--- src/rtl/ltlp_pkg.sv ---
// Shared types, constants and the month-length table for the log line parser.
// No dependencies; imported by every module of the block.
`default_nettype none

package ltlp_pkg;

    localparam logic [6:0] MaxMessage = 7'd100;

    localparam logic [7:0] ChSlash = 8'h2F;
    localparam logic [7:0] ChColon = 8'h3A;
    localparam logic [7:0] ChSpace = 8'h20;
    localparam logic [7:0] ChLf    = 8'h0A;
    localparam logic [7:0] ChCr    = 8'h0D;

    typedef enum logic [1:0] {
        ST_OK     = 2'd0,
        ST_FORMAT = 2'd1,
        ST_DATE   = 2'd2,
        ST_TIME   = 2'd3
    } status_t;

    // Everything captured from one finished line.
    typedef struct packed {
        logic       bad;
        logic [6:0] day;
        logic [6:0] month;
        logic [6:0] century;
        logic [6:0] year_low;
        logic [6:0] hour;
        logic [6:0] minute;
        logic [6:0] second;
        logic [6:0] msg_len;
    } line_t;

    function automatic logic [4:0] month_days(input logic [3:0] month);
        logic [4:0] d;
        case (month)
            4'd2:    d = 5'd28;
            4'd4:    d = 5'd30;
            4'd6:    d = 5'd30;
            4'd9:    d = 5'd30;
            4'd11:   d = 5'd30;
            default: d = 5'd31;
        endcase
        return d;
    endfunction

endpackage

`default_nettype wire

--- src/rtl/log_timestamp_line_parser_core.sv ---
// Top level of the log line timestamp parser: byte parser followed by the check stage.
// Depends on ltlp_pkg, ltlp_parse and ltlp_check.
//
// Channel  Dir  Word
// s_       in   tdata[7:0] byte of the line, tlast marks the final byte
// m_       out  tdata: day, month, year, hour, minute, second, length; tuser: status
//
// One byte is taken every cycle while s_tready is high; the result of a line passes the
// line register and then the output register.
// Reset clears the parser and the valid flags of the line and output registers.
// A stalled result blocks input only once the line register also holds a finished line.
`default_nettype none

module log_timestamp_line_parser_core
    import ltlp_pkg::*;
#(
    parameter logic [6:0] MaxMessageLen = MaxMessage
)
(
    input  wire logic        aclk,
    input  wire logic        aresetn,
    input  wire logic        s_tvalid,
    output logic             s_tready,
    input  wire logic [7:0]  s_tdata,   // char_code
    input  wire logic        s_tlast,
    output logic             m_tvalid,
    input  wire logic        m_tready,
    output logic [55:0]      m_tdata,   // day, month, year, hour, minute, second, message_length
    output logic [1:0]       m_tuser    // status
);

    logic  line_valid;
    logic  line_ready;
    line_t line;

    ltlp_parse #(
        .MaxMessageLen (MaxMessageLen)
    ) u_parse (
        .aclk       (aclk),
        .aresetn    (aresetn),
        .s_tvalid   (s_tvalid),
        .s_tready   (s_tready),
        .s_tdata    (s_tdata),
        .s_tlast    (s_tlast),
        .line_valid (line_valid),
        .line       (line),
        .line_ready (line_ready)
    );

    ltlp_check u_check (
        .aclk       (aclk),
        .aresetn    (aresetn),
        .line_valid (line_valid),
        .line       (line),
        .line_ready (line_ready),
        .m_tvalid   (m_tvalid),
        .m_tready   (m_tready),
        .m_tdata    (m_tdata),
        .m_tuser    (m_tuser)
    );

endmodule

`default_nettype wire

--- src/rtl/ltlp_parse.sv ---
// Byte-wide phase machine and digit accumulators for one log line.
// Depends on ltlp_pkg; hands each finished line to ltlp_check through a one-entry register.
`default_nettype none

module ltlp_parse
    import ltlp_pkg::*;
#(
    parameter logic [6:0] MaxMessageLen = MaxMessage
)
(
    input  wire logic       aclk,
    input  wire logic       aresetn,
    input  wire logic       s_tvalid,
    output logic            s_tready,
    input  wire logic [7:0] s_tdata,
    input  wire logic       s_tlast,
    output logic            line_valid,
    output line_t           line,
    input  wire logic       line_ready
);

    typedef enum logic [3:0] {
        PH_DAY     = 4'd0,
        PH_MONTH   = 4'd1,
        PH_YEAR    = 4'd2,
        PH_HOUR    = 4'd3,
        PH_MINUTE  = 4'd4,
        PH_SECOND  = 4'd5,
        PH_SPACE2  = 4'd6,
        PH_MESSAGE = 4'd7
    } phase_t;

    phase_t     phase_reg, phase_next;
    logic [2:0] count_reg, count_next;
    logic [6:0] day_reg, day_next;
    logic [6:0] month_reg, month_next;
    logic [6:0] century_reg, century_next;
    logic [6:0] year_low_reg, year_low_next;
    logic [6:0] hour_reg, hour_next;
    logic [6:0] minute_reg, minute_next;
    logic [6:0] second_reg, second_next;
    logic [6:0] msg_reg, msg_next;
    logic       err_reg, err_next;
    logic       line_valid_reg, line_valid_next;
    line_t      line_reg, line_snap;

    logic       accept;
    logic       is_digit;
    logic [3:0] digit;
    logic [6:0] field_acc;
    logic [6:0] field_shifted;
    logic [2:0] min_digits;
    logic [2:0] max_digits;
    logic [7:0] sep;

    function automatic logic [6:0] shift_in(input logic [6:0] acc, input logic [3:0] d);
        logic [10:0] t;
        t = {4'b0, acc} * 11'd10 + {7'b0, d};
        return t[6:0];
    endfunction

    assign accept   = s_tvalid && s_tready;
    assign s_tready = !line_valid_reg || line_ready;
    assign is_digit = s_tdata inside {[8'h30:8'h39]};
    assign digit    = s_tdata[3:0];

    always_comb begin
        case (phase_reg)
            PH_DAY: begin
                field_acc = day_reg; min_digits = 3'd1; max_digits = 3'd2; sep = ChSlash;
            end
            PH_MONTH: begin
                field_acc = month_reg; min_digits = 3'd1; max_digits = 3'd2; sep = ChSlash;
            end
            PH_HOUR: begin
                field_acc = hour_reg; min_digits = 3'd1; max_digits = 3'd2; sep = ChColon;
            end
            PH_MINUTE: begin
                field_acc = minute_reg; min_digits = 3'd2; max_digits = 3'd2; sep = ChColon;
            end
            PH_SECOND: begin
                field_acc = second_reg; min_digits = 3'd2; max_digits = 3'd2; sep = ChSpace;
            end
            default: begin
                field_acc = century_reg; min_digits = 3'd4; max_digits = 3'd4; sep = ChSpace;
            end
        endcase
    end

    assign field_shifted = shift_in(field_acc, digit);

    always_comb begin
        phase_next    = phase_reg;
        count_next    = count_reg;
        day_next      = day_reg;
        month_next    = month_reg;
        century_next  = century_reg;
        year_low_next = year_low_reg;
        hour_next     = hour_reg;
        minute_next   = minute_reg;
        second_next   = second_reg;
        msg_next      = msg_reg;
        err_next      = err_reg;
        if (!err_reg) begin
            case (phase_reg)
                PH_DAY, PH_MONTH, PH_HOUR, PH_MINUTE, PH_SECOND: begin
                    if (is_digit && count_reg < max_digits) begin
                        count_next = count_reg + 3'd1;
                        case (phase_reg)
                            PH_DAY:    day_next    = field_shifted;
                            PH_MONTH:  month_next  = field_shifted;
                            PH_HOUR:   hour_next   = field_shifted;
                            PH_MINUTE: minute_next = field_shifted;
                            default:   second_next = field_shifted;
                        endcase
                    end else if (s_tdata == sep && count_reg >= min_digits) begin
                        phase_next = phase_t'(phase_reg + 4'd1);
                        count_next = 3'd0;
                    end else begin
                        err_next = 1'b1;
                    end
                end
                PH_YEAR: begin
                    if (is_digit && count_reg < 3'd4) begin
                        count_next = count_reg + 3'd1;
                        if (count_reg < 3'd2) begin
                            century_next = shift_in(century_reg, digit);
                        end else begin
                            year_low_next = shift_in(year_low_reg, digit);
                        end
                    end else if (s_tdata == ChSpace && count_reg == 3'd4) begin
                        phase_next = PH_HOUR;
                        count_next = 3'd0;
                    end else begin
                        err_next = 1'b1;
                    end
                end
                PH_SPACE2: begin
                    if (s_tdata == ChSpace) begin
                        phase_next = PH_MESSAGE;
                    end else begin
                        err_next = 1'b1;
                    end
                end
                PH_MESSAGE: begin
                    if (s_tdata != ChLf && s_tdata != ChCr && msg_reg < MaxMessageLen) begin
                        msg_next = msg_reg + 7'd1;
                    end else begin
                        err_next = 1'b1;
                    end
                end
                default: err_next = 1'b1;
            endcase
        end
    end

    always_comb begin
        line_snap.bad      = err_next || phase_next != PH_MESSAGE || msg_next == 7'd0;
        line_snap.day      = day_next;
        line_snap.month    = month_next;
        line_snap.century  = century_next;
        line_snap.year_low = year_low_next;
        line_snap.hour     = hour_next;
        line_snap.minute   = minute_next;
        line_snap.second   = second_next;
        line_snap.msg_len  = msg_next;
    end

    always_comb begin
        line_valid_next = line_valid_reg;
        if (accept && s_tlast) begin
            line_valid_next = 1'b1;
        end else if (line_ready) begin
            line_valid_next = 1'b0;
        end
    end

    always_ff @(posedge aclk) begin
        if (!aresetn) begin
            phase_reg      <= PH_DAY;
            count_reg      <= 3'd0;
            day_reg        <= 7'd0;
            month_reg      <= 7'd0;
            century_reg    <= 7'd0;
            year_low_reg   <= 7'd0;
            hour_reg       <= 7'd0;
            minute_reg     <= 7'd0;
            second_reg     <= 7'd0;
            msg_reg        <= 7'd0;
            err_reg        <= 1'b0;
            line_valid_reg <= 1'b0;
        end else begin
            line_valid_reg <= line_valid_next;
            if (accept) begin
                if (s_tlast) begin
                    phase_reg    <= PH_DAY;
                    count_reg    <= 3'd0;
                    day_reg      <= 7'd0;
                    month_reg    <= 7'd0;
                    century_reg  <= 7'd0;
                    year_low_reg <= 7'd0;
                    hour_reg     <= 7'd0;
                    minute_reg   <= 7'd0;
                    second_reg   <= 7'd0;
                    msg_reg      <= 7'd0;
                    err_reg      <= 1'b0;
                end else begin
                    phase_reg    <= phase_next;
                    count_reg    <= count_next;
                    day_reg      <= day_next;
                    month_reg    <= month_next;
                    century_reg  <= century_next;
                    year_low_reg <= year_low_next;
                    hour_reg     <= hour_next;
                    minute_reg   <= minute_next;
                    second_reg   <= second_next;
                    msg_reg      <= msg_next;
                    err_reg      <= err_next;
                end
            end
        end
    end

    always_ff @(posedge aclk) begin
        if (accept && s_tlast) begin
            line_reg <= line_snap;
        end
    end

    assign line_valid = line_valid_reg;
    assign line       = line_reg;

endmodule

`default_nettype wire

--- src/rtl/ltlp_check.sv ---
// Date and time range checks on a finished line, and the result output register.
// Depends on ltlp_pkg; fed by ltlp_parse.
`default_nettype none

module ltlp_check
    import ltlp_pkg::*;
(
    input  wire logic        aclk,
    input  wire logic        aresetn,
    input  wire logic        line_valid,
    input  wire line_t       line,
    output logic             line_ready,
    output logic             m_tvalid,
    input  wire logic        m_tready,
    output logic [55:0]      m_tdata,
    output logic [1:0]       m_tuser
);

    logic        m_tvalid_reg, m_tvalid_next;
    logic [55:0] m_tdata_reg, m_tdata_next;
    status_t     status_reg, status_next;

    logic [13:0] year;
    logic        leap;
    logic [4:0]  dim;
    logic        month_ok;
    logic        day_ok;
    logic        time_ok;
    logic        load;

    assign line_ready = !m_tvalid_reg || m_tready;
    assign load       = line_valid && line_ready;

    assign year     = 14'(line.century) * 14'd100 + 14'(line.year_low);
    assign leap     = (line.year_low != 7'd0) ? (line.year_low[1:0] == 2'b00)
                                              : (line.century[1:0] == 2'b00);
    assign month_ok = line.month inside {[7'd1:7'd12]};
    assign dim      = (line.month == 7'd2 && leap) ? 5'd29 : month_days(line.month[3:0]);
    assign day_ok   = line.day != 7'd0 && line.day <= 7'(dim);
    assign time_ok  = line.hour <= 7'd23 && line.minute <= 7'd59 && line.second <= 7'd59;

    always_comb begin
        if (line.bad) begin
            status_next  = ST_FORMAT;
            m_tdata_next = 56'd0;
        end else begin
            if (!month_ok || !day_ok) begin
                status_next = ST_DATE;
            end else if (!time_ok) begin
                status_next = ST_TIME;
            end else begin
                status_next = ST_OK;
            end
            m_tdata_next = {line.msg_len, line.second, line.minute, line.hour,
                            year, line.month, line.day};
        end
    end

    always_comb begin
        m_tvalid_next = m_tvalid_reg;
        if (load) begin
            m_tvalid_next = 1'b1;
        end else if (m_tready) begin
            m_tvalid_next = 1'b0;
        end
    end

    always_ff @(posedge aclk) begin
        if (!aresetn) begin
            m_tvalid_reg <= 1'b0;
        end else begin
            m_tvalid_reg <= m_tvalid_next;
        end
    end

    always_ff @(posedge aclk) begin
        if (load) begin
            m_tdata_reg <= m_tdata_next;
            status_reg  <= status_next;
        end
    end

    assign m_tvalid = m_tvalid_reg;
    assign m_tdata  = m_tdata_reg;
    assign m_tuser  = status_reg;

endmodule

`default_nettype wire
--- config.mk ---
export PLATFORM = sky130hd
export DESIGN_NAME = log_timestamp_line_parser_core
export DESIGN_NICKNAME = d
export VERILOG_FILES = /design/src/rtl/ltlp_pkg.sv /design/src/rtl/log_timestamp_line_parser_core.sv /design/src/rtl/ltlp_parse.sv /design/src/rtl/ltlp_check.sv
export SDC_FILE = /design/constraint.sdc
export NUM_CORES = 1
export LEC_CHECK = 0
export BUFFER_PORTS_ARGS = -buffer_cell sky130_fd_sc_hd__buf_2
export CORE_UTILIZATION = 60
export CTS_CLUSTER_DIAMETER = 120
export CTS_CLUSTER_SIZE = 40
export DETAILED_ROUTE_END_ITERATION = 16
export PLACE_DENSITY = 0.78
export SLEW_MARGIN = 20
export SYNTH_ARGS = -nofsm -noshare
export SYNTH_HDL_FRONTEND = slang
export SYNTH_SLANG_ARGS = --single-unit
--- constraint.sdc ---
create_clock -name aclk -period 12.74 [get_ports aclk]
set_input_delay 2.548 -clock aclk [delete_from_list [all_inputs] [get_ports aclk]]
set_output_delay 2.548 -clock aclk [all_outputs]
set_load 0.01 [all_outputs]
==> results.ini, run 1 <==
[drt]
wl_per_cell_um=16.2
remaining_drc_errors=0
vias_per_cell=5.82
wirelength_um=19400
drt_iter0_drc=573
vias=6981
ant_nets=0
first_pass_iters=6

[clocking]
worstSkewPairLatency_ns=0.43
clockBufferDepth=2
post_cts_resized=0
cts_buffers=17
cts_tree=done
cts.sinks=181
post_cts_buffers=0
htree_levels=4
cts_root_buf=clkbuf_16
holdBufCountCts=0
clk_pin_slew_ns=0.07

[worst_setup_path]
r2r-start=u_parse.phase_reg[0]$_SDFFE_PN0P_
arrival_ns=3.22
worst-path-max-fanout=4
crit_start=m_tready
critPathKind=input pin to output port
end_kind=output port
start_kind=input pin
critPathRequiredTime_ns=10.19

[synthesis]
synth_top_cell_by_area=edfxtp_1
synth_area_leaders=edfxtp_1 35%, dfxtp_1 13%, ha_1 8.2%
synthAdderAreaFrac=0.100
async_flop_share=0
synth_edf_count=115
seq_area_frac_synth=0.482
netlist_top_cells_count=115 x edfxtp_1, 108 x nor2b_1, 76 x nand2_1, 66 x dfxtp_1, 65 x ha_1
yosys.area_share.simple=0.178
synth_area_mm2=0.00991
synthXorXnorAreaFrac=0.0377
synth_mux_area_frac=0.0247
yosys_register_bits=181
synth_top_family_by_area=simple AND/OR/NAND/NOR gates
syn_nets=1004
ys_types=81
synth_top_area_frac=0.348
yosysWarnings=0
synth_top_flop_cell=edfxtp_1
synthCells=917
synth_compound_area_frac=0.144
synth_most_common_cell=edfxtp_1
synth.avg_cell_area_um2=10.8

[pwr]
p_leak_nw=4.17
p_switching_w=0.000286
power.density_mw_per_mm2=110
comb_power_share=0.077
clockPowerShare=0.393
p_int_w=0.000920
ir_worst_vdd_mv=0.0943
seqPwrFrac=0.530
switching_share=0.237

[floorplan]
start_util=0.620
dieArea_mm2=0.0170
rows=46
die_h_um=131
fp.dieW_um=131
ioPinCount=73
core_region_area_mm2=0.0160

[timing]
tightest_slew_ns=1.04
setup-tns-final_ns=0
finalCriticalPeriod_ns=5.77
slew_violations=0
rsz0062_at_grt=false
fin_hold_ws_ns=0.476
hold_viol=0
finClkSkew_ns=0.00643
layout_worst_path_cycle_share=0.453
setup_viol=0
max_freq_mhz=173
setup_slack_ns=6.97
relSlewSlack=0.299

[cells_and_area]
largest_reg_flops=57
regArea_mm2=0.00477
multi_input_area_mm2=0.00482
fillers=1236
drive_gt1_frac=0.136
area_growth_pct=10.3
diodes=0
fin_nets=1057

[job]
drv_cap=0

[placed_design]
gp_congestion=0.892
dpl.hpwl_um=13700
io_buffers=72
pre_cts_slack_ns=6.96

[hold_path]
holdCritPathClass=register to register
min_from=u_parse.hour_reg[6]$_SDFFE_PN0P_

[global_route]
grt_pass1_vias=6354
grt_pass1_wl_um=31700
overflow=0
antenna_found_initial=0
grt_start_max_net_pins=68
grt.total_usage=0.243

[status]
status=finished, final reports clean

## logic make-up after synthesis
family	after synthesis
buffers and inverters	80
flip-flops	181
AND/OR/NAND/NOR	318
multiplexers	22
XOR/XNOR	41
adder cells (fa/ha/maj)	74
AO/OA/AOI/OAI	201
## final cells by class
class                           instances  share of cell area
Tap cell                              216              0.0247
Sequential cell                       181               0.437
Clock buffer                           18              0.0392
Inverter                               35              0.0120
Clock inverter                         14             0.00938
Multi-Input combinational cell        656               0.440
Timing Repair Buffer                   79              0.0377
## layout by cell type (no fill, tap or decap), types with 5 or more instances in the layout
| master | count |
|---|---|
| edfxtp_1 | 115 |
| nor2b_1 | 107 |
| nand2_1 | 76 |
| buf_2 | 72 |
| dfxtp_1 | 66 |
| ha_1 | 65 |
| a22oi_1 | 43 |
| nor2_1 | 36 |
| inv_1 | 32 |
| o21ai_1 | 32 |
| xnor2_1 | 30 |
| a21oi_1 | 27 |
| nand3_1 | 19 |
| clkbuf_16 | 17 |
| a21o_1 | 15 |
| nand4_1 | 11 |
| mux2_1 | 11 |
| nor3_1 | 10 |
| xor2_1 | 10 |
| o21ai_0 | 9 |
| mux2_2 | 9 |
| fa_1 | 9 |
| and3_1 | 8 |
| o31ai_1 | 8 |
| nor3b_1 | 7 |
| buf_4 | 7 |
| a211oi_1 | 6 |
| and2_1 | 5 |
| a222oi_1 | 5 |
| a221oi_1 | 5 |
| o21a_1 | 5 |
## power by group through the flow
stage | logic, W | clock network, W | registers [W]
finish | 0.0000924 | 0.000474 | 0.000639
global route | 0.000104 | 0.000503 | 0.000641
CTS | 0.0000927 | 0.000481 | 0.000639
detailed placement | 0.0000922 | 0 | 0.000652
global placement | 0.0000910 | 0 | 0.000652
floorplan | 0.0000639 | 0 | 0.000655
## through the flow
stage          utilization  cell area, µm²  total power, W  cells
2_1_floorplan            -            9910        0.000719    917
3_3_place_gp         0.650           10400        0.000743   1167
3_5_place_dp         0.650           10400        0.000744   1167
4_1_cts              0.684           10900         0.00121   1199
5_1_grt              0.684           10900         0.00125   1199
6_report             0.684           10900         0.00121   1199
## path summary, 6_finish.rpt
check             cells past startpoint                                to  slack (ns)
setup / recovery                      4                          s_tready        6.97
hold / removal                        2  u_parse.hour_reg[6]$_SDFFE_PN0P_        0.48
setup reg to reg                     14        u_parse.line[13]$_DFFE_PP_        7.55
hold reg to reg                       2  u_parse.hour_reg[6]$_SDFFE_PN0P_        0.48
## routing by layer
| metal | track usage | share of wire |
|---|---|---|
| met1 | 0.337 | 0.46 |
| met2 | 0.387 | 0.47 |
| met3 | 0.0468 | 0.058 |
| met4 | 0.0737 | 0.016 |
| met5 | 0 | 0 |
## worst max-delay path: stages
cell and delay, ns:
buf_2 0.09, nor2b_1 0.26, nand2_1 0.15, buf_2 0.16
(Power assumes the default switching activity.)
==> run 2: changes to the inputs <==
--- a/config.mk
+++ b/config.mk
@@ -5,6 +5,7 @@
 export SDC_FILE = /design/constraint.sdc
 export NUM_CORES = 1
 export LEC_CHECK = 0
+export ABC_AREA = 1
 export BUFFER_PORTS_ARGS = -buffer_cell sky130_fd_sc_hd__buf_2
 export CORE_UTILIZATION = 60
 export CTS_CLUSTER_DIAMETER = 120
==> constraint.sdc (replaced) <==
create_clock -name aclk -period 5.9 [get_ports aclk]
set_input_delay 1.18 -clock aclk [delete_from_list [all_inputs] [get_ports aclk]]
set_output_delay 1.18 -clock aclk [all_outputs]
set_load 0.01 [all_outputs]
==> run 2 against run 1 <==
  * Non-clock buffer count rose by 1
  * Clock skew increased by 0.0057 ns
  * Combinational power increased to 3.7 times the previous value
  * Critical path type is now register to register
==> results.ini, run 2 <==
[placed_design]
io_buffers=72  ; unchanged
dpl.hpwl_um=16400  ; was 13,700 µm
gp_congestion=0.920  ; was 0.892
pre_cts_slack_ns=1.67  ; was 6.96 ns

[synthesis]
synth_most_common_cell=nand2_1  ; was edfxtp_1
synth_top_flop_cell=edfxtp_1  ; unchanged
synthCells=1187  ; was 917
async_flop_share=0  ; unchanged
synth_area_leaders=edfxtp_1 34%, dfxtp_1 13%, nand2_1 9.6%  ; was edfxtp_1 35%, dfxtp_1 13%, ha_1 8.2%
synth_top_cell_by_area=edfxtp_1  ; unchanged
netlist_top_cells_count=262 x nand2_1, 166 x inv_1, 132 x nor2_1, 115 x edfxtp_1, 86 x a21oi_1  ; was 115 x edfxtp_1, 108 x nor2b_1, 76 x nand2_1, 66 x dfxtp_1, 65 x ha_1
synth_area_mm2=0.0102  ; was 0.00991 mm²
synth_top_area_frac=0.337  ; was 0.348
ys_types=50  ; was 81
synth.avg_cell_area_um2=8.62  ; was 10.8 µm²
synth_edf_count=115  ; unchanged
syn_nets=1274  ; was 1,004
yosys_register_bits=181  ; unchanged
yosysWarnings=0  ; unchanged
seq_area_frac_synth=0.466  ; was 0.482

[drt]
wl_per_cell_um=15.3  ; was 16.2 µm
wirelength_um=22700  ; was 19,400 µm
drt_iter0_drc=621  ; was 573
vias=8120  ; was 6,981
first_pass_iters=6  ; unchanged
ant_nets=0  ; unchanged
remaining_drc_errors=0  ; unchanged
vias_per_cell=5.46  ; was 5.82

[worst_setup_path]
critPathRequiredTime_ns=6.09  ; was 10.19 ns
critPathKind=register to register  ; was input pin to output port
critical_path_depth=20  ; was 4
crit_chain=inv_1 -> ha_1 -> o21ai_4 -> nand3_1 -> o2111ai_1 -> o21ai_0 -> inv_1 -> ha_1 -> ha_1 -> inv_1 -> fa_1 -> nor2_1 -> nand4_1 -> nand2_1 -> nand3_1 -> nand2_1 -> inv_1 -> nand2_1 -> nand3_1 -> and2_1  ; was buf_2 -> nor2b_1 -> nand2_1 -> buf_2
path_delay_family=simple AND/OR/NAND/NOR gates  ; unchanged
ff2ff_path_depth=20  ; was 14
arrival_ns=4.47  ; was 3.22 ns
cpPeakStageDelay_ns=0.44  ; was 0.26 ns
start_kind=register  ; was input pin
worst-path-max-fanout=12  ; was 4
end_kind=register  ; was output port
slowest_stage=fa_1  ; was nor2b_1
worst_path_most_repeated_cell=inv_1  ; was buf_2
crit_buf_inv=4  ; was 2

[clocking]
cts_root_buf=clkbuf_16  ; unchanged
post_cts_resized=0  ; unchanged
worstSkewPairLatency_ns=0.44  ; was 0.43 ns
holdBufCountCts=0  ; unchanged
htree_levels=4  ; unchanged
cts_tree=done  ; unchanged
clk_pin_slew_ns=0.07  ; about the same
cts.sinks=181  ; unchanged
post_cts_buffers=0  ; unchanged
cts_buffers=17  ; unchanged
clockBufferDepth=2  ; unchanged

[timing]
slew_violations=0  ; unchanged
max_freq_mhz=234
finalCriticalPeriod_ns=4.28
tightest_slew_ns=0.791  ; was 1.04 ns
setup_viol=0  ; unchanged
finClkSkew_ns=0.0121  ; was 0.00643 ns
hold_viol=0  ; unchanged
rsz0062_at_grt=false  ; unchanged
setup-tns-final_ns=0  ; unchanged
relSlewSlack=0.473  ; was 0.299
layout_worst_path_cycle_share=0.725
setup_slack_ns=1.62  ; was 6.97 ns

[cells_and_area]
fin_nets=1341  ; was 1,057
final_cell_mix=261 x nand2_1, 166 x inv_1, 130 x nor2_1, 115 x edfxtp_1, 85 x a21oi_1  ; was 115 x edfxtp_1, 107 x nor2b_1, 76 x nand2_1, 72 x buf_2, 66 x dfxtp_1
drive_gt1_frac=0.147  ; was 0.136
diodes=0  ; unchanged
area_growth_pct=11.3  ; was 10.3%
largest_reg_flops=57  ; unchanged
layout_commonest_cell=nand2_1  ; was edfxtp_1

[global_route]
grt_pass1_wl_um=37300  ; was 31,700 µm
overflow=0  ; unchanged
grtUsageMet3=0.0670  ; was 0.0468
grt_util_met1=0.338  ; was 0.337
grt.total_usage=0.273  ; was 0.243
met2_usage=0.456  ; was 0.387
grt_start_max_net_pins=63  ; was 68
busiest_layer=met2  ; unchanged
grt_pass1_vias=7640  ; was 6,354
antenna_found_initial=0  ; unchanged

[hold_path]
holdPathStages=2  ; unchanged
holdCritPathClass=register to register  ; unchanged

[job]
drv_cap=0  ; unchanged

[floorplan]
core_region_area_mm2=0.0166  ; was 0.0160 mm²
fp.dieW_um=133  ; was 131 µm
die_h_um=133  ; was 131 µm
start_util=0.615  ; was 0.620
ioPinCount=73  ; unchanged
dieArea_mm2=0.0176  ; was 0.0170 mm²
rows=47  ; was 46

[pwr]
ir_worst_vdd_mv=0.195  ; was 0.0943 mV
power_w=0.00292  ; was 0.00121 W
power.density_mw_per_mm2=256  ; was 110 mW/mm²
p_leak_nw=4.76  ; was 4.17 nW

[status]
status=finished, final reports clean  ; unchanged

[run 2: cell types whose count changed in the layout (fill, tap and decap cells not counted), moves of 32 or more]
| cell | previous run | this run |
|---|---|---|
| nand2_1 | 76 | 261 |
| nand3_1 | 19 | 61 |
| nor2_1 | 36 | 130 |
| a21oi_1 | 27 | 85 |
| a22oi_1 | 43 | 0 |
| nor2b_1 | 107 | 0 |
| o21ai_1 | 32 | 0 |
| inv_1 | 32 | 166 |
[run 2: tightest hold or removal path, cell delays in order (launching register included)]
cell and delay, ns:
dfxtp_1 0.31, nand2_1 0.06, a21oi_1 0.05
[run 2: path summary, 6_finish.rpt]
| kind | start | endpoint | slack, ns |
|---|---|---|---|
| max | u_parse.phase_reg[0]$_SDFFE_PN0P_ | u_parse.line[48]$_DFFE_PP_ | 1.62 |
| min | u_parse.minute_reg[6]$_SDFFE_PN0P_ | u_parse.minute_reg[6]$_SDFFE_PN0P_ | 0.47 |
| max reg2reg | u_parse.phase_reg[0]$_SDFFE_PN0P_ | u_parse.line[48]$_DFFE_PP_ | 1.62 |
| min reg2reg | u_parse.minute_reg[6]$_SDFFE_PN0P_ | u_parse.minute_reg[6]$_SDFFE_PN0P_ | 0.47 |
[run 2: kinds of logic after synthesis]
| logic type | share of synthesized area |
|---|---|
| buffers and inverters | 0.0815 |
| AO/OA/AOI/OAI | 0.105 |
| XOR/XNOR | 0.0205 |
| flip-flops | 0.466 |
| AND/OR/NAND/NOR | 0.229 |
| adder cells (fa/ha/maj) | 0.0971 |
[run 2: per-stage QoR]
stage               hold slack (ns)  instances  cell area [µm²]   util
finish                        0.467       1487            11400  0.685
global route                  0.490       1487            11400  0.685
CTS                           0.468       1487            11400  0.685
detailed placement            0.459       1455            10800  0.647
global placement              0.449       1455            10800  0.647
floorplan                     0.441       1187            10200      -
[run 2: power by group]
part           switching, W  internal (W)
registers         0.0000160       0.00137
clock network      0.000499      0.000698
logic              0.000241     0.0000999
total              0.000756       0.00216
[run 2: routing by layer]
metal	part of all wire	vias up
met1	0.42	3787
met3	0.073	46
met2	0.48	246
met4	0.024	0
li1	-	4041
met5	0	-
[run 2: final cells by class]
cell class / count / area (µm²)
Clock buffer: 20 / 457
Tap cell: 220 / 275
Inverter: 172 / 648
Fill cell: 1269 / 5250
Multi-Input combinational cell: 802 / 4660
Sequential cell: 181 / 4770
Clock inverter: 12 / 165
Timing Repair Buffer: 80 / 420
